File: config.mk
export PLATFORM = sky130hd
export DESIGN_NAME = utf8_stream_decoder
export DESIGN_NICKNAME = d
export VERILOG_FILES = /design/src/hdl/utf8sd_pkg.sv /design/src/hdl/utf8sd_step.sv /design/src/hdl/utf8_stream_decoder.sv
export SDC_FILE = /design/constraint.sdc
export NUM_CORES = 1
export LEC_CHECK = 0
export BUFFER_PORTS_ARGS = -buffer_cell sky130_fd_sc_hd__buf_2
export CAP_MARGIN = 25
export CORE_MARGIN = 3
export CORE_UTILIZATION = 55
export DETAILED_ROUTE_END_ITERATION = 8
export PLACE_DENSITY = 0.77
export SKIP_CTS_REPAIR_TIMING = 1
export SLEW_MARGIN = 20
export SYNTH_ARGS = -nofsm -noshare
export SYNTH_HDL_FRONTEND = slang
export SYNTH_SLANG_ARGS = --single-unit
export TNS_END_PERCENT = 1
File: constraint.sdc
create_clock -name clk_i -period 8.4 [get_ports clk_i]
set_input_delay 0.84 -clock clk_i [delete_from_list [all_inputs] [get_ports clk_i]]
set_output_delay 0.84 -clock clk_i [all_outputs]
set_load 0.02 [all_outputs]
File: src/hdl/utf8sd_pkg.sv
// Shared types and constants for the UTF-8 stream decoder.
package utf8sd_pkg;

  localparam int unsigned ByteW   = 8;
  localparam int unsigned CodeW   = 42;
  localparam int unsigned CountW  = 4;
  localparam int unsigned RemW    = 3;
  localparam int unsigned ContW   = 6;
  localparam int unsigned LeadW   = 4;

  localparam logic [ContW-1:0] ContMask = 6'h3f;

  typedef struct packed {
    logic [RemW-1:0]   rem;
    logic [CodeW-1:0]  acc;
    logic [CountW-1:0] len;
  } dec_state_t;

  typedef struct packed {
    logic              valid;
    logic [CodeW-1:0]  code;
    logic [CountW-1:0] count;
    logic              trunc;
  } dec_result_t;

endpackage

File: src/hdl/utf8sd_step.sv
// Next-state and result logic for one input byte.
module utf8sd_step
  import utf8sd_pkg::*;
(
  input  dec_state_t        state_i,
  input  logic [ByteW-1:0]  data_byte_i,
  input  logic              last_i,
  output dec_state_t        state_o,
  output dec_result_t       result_o
);

  logic [LeadW-1:0]  lead_n;
  logic              run;
  logic [ByteW-1:0]  low_bits;
  logic [CodeW-1:0]  acc_shift;
  logic [RemW-1:0]   rem_dec;

  always_comb begin
    lead_n = '0;
    run    = 1'b1;
    for (int i = ByteW - 1; i >= 0; i--) begin
      if (run && data_byte_i[i]) begin
        lead_n = lead_n + LeadW'(1);
      end else begin
        run = 1'b0;
      end
    end
  end

  assign low_bits  = data_byte_i & (8'hff >> lead_n);
  assign acc_shift = {state_i.acc[CodeW-ContW-1:0], data_byte_i[ContW-1:0] & ContMask};
  assign rem_dec   = state_i.rem - RemW'(1);

  always_comb begin
    state_o  = state_i;
    result_o = '0;
    if (state_i.rem == '0) begin
      if (lead_n == LeadW'(0) || lead_n == LeadW'(1)) begin
        result_o.valid = 1'b1;
        result_o.code  = CodeW'(low_bits);
        result_o.count = CountW'(1);
      end else if (last_i) begin
        result_o.valid = 1'b1;
        result_o.count = CountW'(1);
        result_o.trunc = 1'b1;
      end else begin
        state_o.acc = CodeW'(low_bits);
        state_o.rem = RemW'(lead_n - LeadW'(1));
        state_o.len = CountW'(lead_n);
      end
    end else begin
      state_o.acc = acc_shift;
      state_o.rem = rem_dec;
      if (rem_dec == '0) begin
        result_o.valid = 1'b1;
        result_o.code  = acc_shift;
        result_o.count = state_i.len;
        state_o        = '0;
      end else if (last_i) begin
        result_o.valid = 1'b1;
        result_o.count = state_i.len - {1'b0, rem_dec};
        result_o.trunc = 1'b1;
        state_o        = '0;
      end
    end
  end

endmodule

File: src/hdl/utf8_stream_decoder.sv
// Top level: lenient UTF-8 byte stream decoder with registered result.
// The result is registered: it appears on the output register in the cycle after its last byte is accepted.
// Throughput: one byte per cycle while in_stall_o is low; the single result register takes a new item
// in the cycle its current one is taken.
// Reset: clears the pending sequence state and the output valid flag.
module utf8_stream_decoder
  import utf8sd_pkg::*;
(
  input  logic              clk_i,
  input  logic              rst_ni,
  input  logic              in_valid_i,
  output logic              in_stall_o,
  input  logic [ByteW-1:0]  data_byte_i,
  input  logic              end_of_buffer_i,
  output logic              out_valid_o,
  input  logic              out_stall_i,
  output logic [CodeW-1:0]  code_point_o,
  output logic [CountW-1:0] byte_count_o,
  output logic              truncated_o
);

  dec_state_t        state_q, state_d;
  dec_result_t       res_d;
  logic              out_valid_q;
  logic [CodeW-1:0]  code_q;
  logic [CountW-1:0] count_q;
  logic              trunc_q;
  logic              accept;

  assign in_stall_o = out_valid_q && out_stall_i;
  assign accept     = in_valid_i && !in_stall_o;

  utf8sd_step u_step (
    .state_i     (state_q),
    .data_byte_i (data_byte_i),
    .last_i      (end_of_buffer_i),
    .state_o     (state_d),
    .result_o    (res_d)
  );

  always_ff @(posedge clk_i or negedge rst_ni) begin
    if (!rst_ni) begin
      state_q     <= '0;
      out_valid_q <= 1'b0;
    end else begin
      if (accept) begin
        state_q     <= state_d;
        out_valid_q <= res_d.valid;
      end else if (!out_stall_i) begin
        out_valid_q <= 1'b0;
      end
    end
  end

  always_ff @(posedge clk_i) begin
    if (accept && res_d.valid) begin
      code_q  <= res_d.code;
      count_q <= res_d.count;
      trunc_q <= res_d.trunc;
    end
  end

  assign out_valid_o  = out_valid_q;
  assign code_point_o = code_q;
  assign byte_count_o = count_q;
  assign truncated_o  = trunc_q;

`ifndef SYNTHESIS
  a_trunc_zero: assert property (@(posedge clk_i) disable iff (!rst_ni)
    out_valid_o && truncated_o |-> code_point_o == '0)
    else $error("truncated item carries a non-zero code");

  a_count_range: assert property (@(posedge clk_i) disable iff (!rst_ni)
    out_valid_o |-> byte_count_o != '0 && byte_count_o <= CountW'(8))
    else $error("byte count out of range");

  a_pending_len: assert property (@(posedge clk_i) disable iff (!rst_ni)
    state_q.rem != '0 |-> state_q.len >= CountW'(2) && {1'b0, state_q.rem} < state_q.len)
    else $error("pending sequence length inconsistent");

  a_trunc_clears: assert property (@(posedge clk_i) disable iff (!rst_ni)
    accept && res_d.valid |=> state_q.rem == '0)
    else $error("state still pending after a result");
`endif

endmodule
After elaboration in Yosys (flattened, before gate mapping)
Cells that the tools add are included.

word-level totals
  bits in registers = 91
  input bits = 13

operators by class
  add/subtract/negate cells = 10
  eq/ne operators = 4
  shift operators = 1
  multiplexer cells = 34
  bitwise operators = 1
  reduce and logical (&&, ||, !) cells = 18

operator list
  operator                                               number
  2-to-1 mux 49 bit                                      5
  2-to-1 mux 48 bit                                      1
  2-to-1 mux 42 bit                                      1
  2-to-1 mux 4 bit                                       8
  adder 4 x 1 -> 4 bit, second input constant            7
  2-to-1 mux 1 bit                                       16
  logical AND 1 bit                                      10
  AND 8 bit                                              1
  2-to-1 mux 8 bit                                       1
  right shift 8 x 4 -> 8 bit, first input constant       1
  zero test 3 bit                                        2
  subtractor 3 x 1 -> 3 bit, second input constant       2
  2-to-1 mux 5 bit                                       1
  equality test 4 x 1 -> 1 bit, second input constant    1
  zero test 4 bit                                        1
  inequality test 2 bit, second input constant           2
  AND reduction 4 bit                                    1
  subtractor 4 x 3 -> 4 bit                              1
  AND reduction 3 bit                                    1
  nonzero test 3 bit                                     1
  2-to-1 mux 2 bit                                       1
  inequality test 2 x 1 -> 1 bit, second input constant  1
  zero test 1 bit                                        1
  logical OR 1 bit                                       1

Longest topological paths before layout
  depth in word-level cells = 20
  gate-level depth with buffers = 30
  depth with buffers taken out = 28

Modules after synthesis
Synthesis repeated with hierarchy kept, for this count alone.

unflattened totals
  cell total of the unflattened synthesis = 461
  area, all modules = 5352.6 um^2

modules (own cells, without submodules)
  module               instances  cells each  area an instance (um^2)  seq. area each (um^2)
  utf8_stream_decoder  1          156         3344.5                   2662.6
  utf8sd_step          1          305         2008.2                   0.0

Worst setup path after synthesis
Ideal clock, no wire load.

  kind = input to register
  start point = in data_byte_i[7]
  end point = reg count_q[0] (netlist: byte_count_o[0]) (enable)
  library setup time = 0.410 ns
  arrival = 6.042 ns
  path slack = 1.949 ns
  stages = 26
  buffers on the path = 0
  cell sequence = nand2_1 > inv_1 > ha_1 > o21a_1 > ha_1 > mux2i_1 > a21oi_1 > ha_1 > inv_1 > o21ai_0 > ha_1 > a21oi_1 > nor2_1 > ha_1 > mux2_2 > ha_1 > mux2i_1 > nand2_1 > o211a_1 > o21bai_1 > ha_1 > nor2_1 > nor2_1 > o21ai_0 > nand2_1 > and3_1

on the way
  cells in the longest elaborated chain, start to end = 20
  elaborated cells between the ends (all ways) = 35

RTL lines
  what                                                             line                                  text
  start, declared                                                  utf8_stream_decoder.sv:13             input logic [ByteW-1:0] data_byte_i,
  2-to-1 mux 1 bit                                                 utf8sd_step.sv:22                     if (run && data_byte_i[i]) begin
  adder 4 x 1 -> 4 bit or logical AND 1 bit (tied branches)        utf8sd_step.sv:23, utf8sd_step.sv:22
  2-to-1 mux 4 bit or 2-to-1 mux 1 bit (tied branches)             utf8sd_step.sv:22
  adder 4 x 1 -> 4 bit or logical AND 1 bit (tied branches)        utf8sd_step.sv:23, utf8sd_step.sv:22
  2-to-1 mux 4 bit or 2-to-1 mux 1 bit (tied branches)             utf8sd_step.sv:22
  adder 4 x 1 -> 4 bit or logical AND 1 bit (tied branches)        utf8sd_step.sv:23, utf8sd_step.sv:22
  2-to-1 mux 4 bit or 2-to-1 mux 1 bit (tied branches)             utf8sd_step.sv:22
  adder 4 x 1 -> 4 bit or logical AND 1 bit (tied branches)        utf8sd_step.sv:23, utf8sd_step.sv:22
  (+4 left out)                                                    --
  2-to-1 mux 4 bit or 2-to-1 mux 1 bit (tied branches)             utf8sd_step.sv:22
  adder 4 x 1 -> 4 bit or logical AND 1 bit (tied branches)        utf8sd_step.sv:23, utf8sd_step.sv:22
  2-to-1 mux 4 bit (*)                                             utf8sd_step.sv:22
  equality test 4 x 1 -> 1 bit or zero test 4 bit (tied branches)  utf8sd_step.sv:38                     if (lead_n == LeadW'(0) || lead_n == LeadW'(1)) begin
  logical OR 1 bit (*)                                             utf8sd_step.sv:38
  2-to-1 mux 1 bit (*)                                             utf8sd_step.sv:38
  2-to-1 mux 48 bit (*)                                            utf8sd_step.sv:37                     if (state_i.rem == '0) begin
  logical AND 1 bit (*)                                            utf8_stream_decoder.sv:56             if (accept && res_d.valid) begin
  end signal, assigned                                             utf8_stream_decoder.sv:58             count_q <= res_d.count;
  end, declared                                                    utf8_stream_decoder.sv:26             logic [CountW-1:0] count_q;

Mark *: on every way between the ends. The rest lies on a longest branch, timed or not.
A chain may end at the register's enable or synchronous reset.

Worst setup path after layout
  start point = in data_byte_i[7]
  end point = reg state_q[8] (netlist bit)

on the way
  cells in the longest elaborated chain, start to end = 20
  elaborated cells between the ends (all ways) = 39

RTL lines
  what                                                       line                                  text
  2-to-1 mux 1 bit                                           utf8sd_step.sv:22
  adder 4 x 1 -> 4 bit or logical AND 1 bit (tied branches)  utf8sd_step.sv:23, utf8sd_step.sv:22
  2-to-1 mux 4 bit or 2-to-1 mux 1 bit (tied branches)       utf8sd_step.sv:22
  adder 4 x 1 -> 4 bit or logical AND 1 bit (tied branches)  utf8sd_step.sv:23, utf8sd_step.sv:22
  2-to-1 mux 4 bit or 2-to-1 mux 1 bit (tied branches)       utf8sd_step.sv:22
  adder 4 x 1 -> 4 bit or logical AND 1 bit (tied branches)  utf8sd_step.sv:23, utf8sd_step.sv:22
  2-to-1 mux 4 bit or 2-to-1 mux 1 bit (tied branches)       utf8sd_step.sv:22
  adder 4 x 1 -> 4 bit or logical AND 1 bit (tied branches)  utf8sd_step.sv:23, utf8sd_step.sv:22
  (+4 left out)                                              --
  2-to-1 mux 4 bit or 2-to-1 mux 1 bit (tied branches)       utf8sd_step.sv:22
  adder 4 x 1 -> 4 bit or logical AND 1 bit (tied branches)  utf8sd_step.sv:23, utf8sd_step.sv:22
  2-to-1 mux 4 bit (*)                                       utf8sd_step.sv:22
  right shift 8 x 4 -> 8 bit                                 utf8sd_step.sv:30                     assign low_bits = data_byte_i & (8'hff >> lead_n);
  AND 8 bit                                                  utf8sd_step.sv:30
  2-to-1 mux 49 bit                                          utf8sd_step.sv:42                     end else if (last_i) begin
  2-to-1 mux 49 bit                                          utf8sd_step.sv:38
  2-to-1 mux 49 bit                                          utf8sd_step.sv:37
  end signal, assigned                                       utf8_stream_decoder.sv:47             state_q <= state_d;
  end, declared                                              utf8_stream_decoder.sv:22             dec_state_t state_q, state_d;

Mark *: on every way between the ends. The rest lies on a longest branch, timed or not. The select of a mux whose other input is x is not followed.

==> metrics.cfg <==
[status]
status=completed

[layout]
stdcell_count=584
layout.nets=510
diodes=0
areaGrowthSynthToFinish_pct=12.1
drive_gt1_share_pct=18.0
final_area_mm2=0.00508
fin_util_pct=64.7

[timing]
slew_headroom_pct=45.7
fin_crit_sh_pct=79.2
finalHoldViolCount=0
finalSetupViolCount=0
tns_ns=0
setup_slack_ns=1.75
rsz0062_at_grt=false
clock_skew_ns=0.00976
drv_slew=0
fmax_mhz=150
final.min_clock_period_ns=6.65
tightest_slew_ns=0.809
fin_worst_hold_slack_ns=0.460

[clock_tree]
clk_pin_slew_ns=0.08
clkLatencyLatePin_ns=0.35
cts_made_buffers=9
cts-root-buf=clkbuf_8
cts.sinks=91
cts_tree=built
clock_path_buffers=2
h-tree-depth=3

[synth]
ys_seq_area_share_pct=55.5
synth_simple_gate_area_share_pct=15.9
synth.distinct_cells=58
yosysWarnings=0
async_reset_ff_share_pct=48.4
ys_ff_latch=91
synth-main-ff-cell=edfxtp_1
synth_fa_ha_area_share_pct=5.14
syn_area_mm2=0.00453
synth-compound-area-share_pct=14.5
synth.net_count=460
synth_top_family_by_area=simple AND/OR/NAND/NOR gates
syn_area_per_cell_um2=10.6
synthCells=429
synth_xor_area_share_pct=1.52
muxShareOfSynthArea_pct=1.38
synth_edf_count=47

[worst_hold_path]
hp-class=in -> async

[power_and_ir_drop]
p_int_mw=0.881
irDropWorstVdd_v=0.000183
p_leak_nw=2.18
switching_share_pct=39.0
p_seq_share_pct=43.2
pwr-share-clk_pct=19.4
pwr-share-comb_pct=37.4
power_density_mw_per_mm2=285
p_total_mw=1.45
p_switching_mw=0.564

[routing]
drt_pass1_iterations=5
routed_wl_mm=9.25
dr_total_vias=3369
drc_errors=0
via_per_inst=5.77
drt_iter0_drc=223
wire_per_inst_um=15.8
ant_nets=0

[global_routing]
grt_pass1_vias=3130
antenna_found_initial=0
grt.total_usage_pct=20.4
grt.overflow.total=0
grt_first_pass_wirelength_mm=15.5
grt_max_degree=60

[critical_path]
worst-path-buf-inv=3
cp.required_ns=8.64
cp_common_cell=ha_1
start_kind=input pin
reg2reg_slack_ns=5.13
cp-startpoint=data_byte_i[7]
crit_type=in -> reg
worstSetupEndpointType=register
cp_slowest_cell=or2_1
regToRegStartpoint=state_q[46]
crit_arrival_ns=6.89
cpPeakStageDelay_ns=0.56
r2r_end=state_q[8]
rr_worst_depth=11
crit_fanout=21
path_delay_family=adder cells

[floorplanning]
rows=32
die_h_um=96.7
ios=62
initial_core_util_pct=57.7
dieArea_mm2=0.00936
die_width_um=96.7
placeableCoreArea_mm2=0.00785

[placed_design]
dp_hpwl_mm=6.35
gp_congestion=0.938
dp_cells=569
pre_cts_slack_ns=1.51
placed_area_mm2=0.00487
port-buffer-count=61

[run]
cap_violations=0

[final cells by class]
cell class	count	area [um^2]
Sequential cell	91	2510
Fill cell	637	2770
Clock buffer	10	128
Timing Repair Buffer	65	358
Inverter	40	150
Multi-Input combinational cell	272	1750
Clock inverter	4	53.8
Tap cell	102	128
[worst max-delay path by stage]
stage	endpoint	cells past startpoint	slack [ns]
3_5_place_dp	state_q[8]	29	1.51
6_report	state_q[8]	29	1.75
2_1_floorplan	byte_count_o[0]	26	1.95
4_1_cts	state_q[8]	29	1.84
3_3_place_gp	state_q[8]	29	1.78
5_1_grt	state_q[8]	29	1.36
[placed cells by master, fill, tap and decap left out, types with 4 or more instances in the layout]
master / n
nand2_1: 31
a32o_1: 5
nor3_1: 26
buf_4: 4
clkbuf_8: 9
dfrtp_1: 44
ha_1: 17
inv_1: 40
mux2i_1: 4
o21ai_0: 39
nor2_1: 15
edfxtp_1: 47
a21oi_1: 14
o31ai_1: 8
and3_1: 14
nand3_1: 26
buf_2: 60
nor2b_1: 6
[cell families after synthesis]
logic type / count (synthesis)
AO/OA/AOI/OAI: 100
XOR/XNOR: 7
adder cells (fa/ha/maj): 18
buffers and inverters: 66
flip-flops: 91
multiplexers: 6
AND/OR/NAND/NOR: 141
[power groups by stage]
stage                     clock, mW  sequential [mW]  combinational [mW]
final                         0.281            0.625               0.540
after global routing          0.309            0.635               0.600
after CTS                     0.286            0.625               0.533
after detailed placement          0            0.633               0.528
after global placement            0            0.632               0.516
after floorplan                   0            0.676               0.347
[flip-flops by register name, indices dropped and copies added, names as in the netlist]
name	count
code_point_o	42
byte_count_o	4
truncated_o	1
out_valid_o	1
state_q	43
[layer usage]
metal | global-route usage (%) | up-vias | wire length [um] | share of wire (%)
met5 | 0 | - | 0 | 0
met4 | 7.02 | 0 | 131 | 1.4
met3 | 4.54 | 15 | 536 | 5.8
met2 | 29.1 | 110 | 4190 | 45
met1 | 30.9 | 1606 | 4390 | 47
li1 | - | 1638 | - | -
[synth_stat cells, types with 3 or more instances]
cell type | n | area share [%]
inv_1 | 40 | 3.3
nor3_1 | 26 | 2.9
nor3b_1 | 3 | 0.50
o211ai_1 | 3 | 0.50
buf_2 | 5 | 0.55
nand3_1 | 26 | 2.9
and3_1 | 15 | 2.1
a21oi_1 | 14 | 1.5
xnor2_1 | 3 | 0.58
a21o_1 | 3 | 0.50
nor2_1 | 15 | 1.2
dfrtp_1 | 44 | 24
ha_1 | 17 | 4.7
clkbuf_1 | 17 | 1.4
nor2b_1 | 7 | 0.97
xor2_1 | 3 | 0.58
o21ai_0 | 40 | 4.4
a32o_1 | 5 | 1.1
o21a_1 | 3 | 0.50
nand2_1 | 31 | 2.6
o31ai_1 | 8 | 1.3
edfxtp_1 | 47 | 31
a21boi_0 | 3 | 0.50
mux2i_1 | 4 | 0.88
[worst reg2reg max path: cells and delay by family (launching register included)]
kind            cells  cell delay (ns)
compound gates      4             0.90
fa+ha+maj           1             0.23
buf+inv             2             0.49
flops               1             0.40
mux                 1             0.22
simple gates        3             0.93
(Power assumes the default switching activity.)
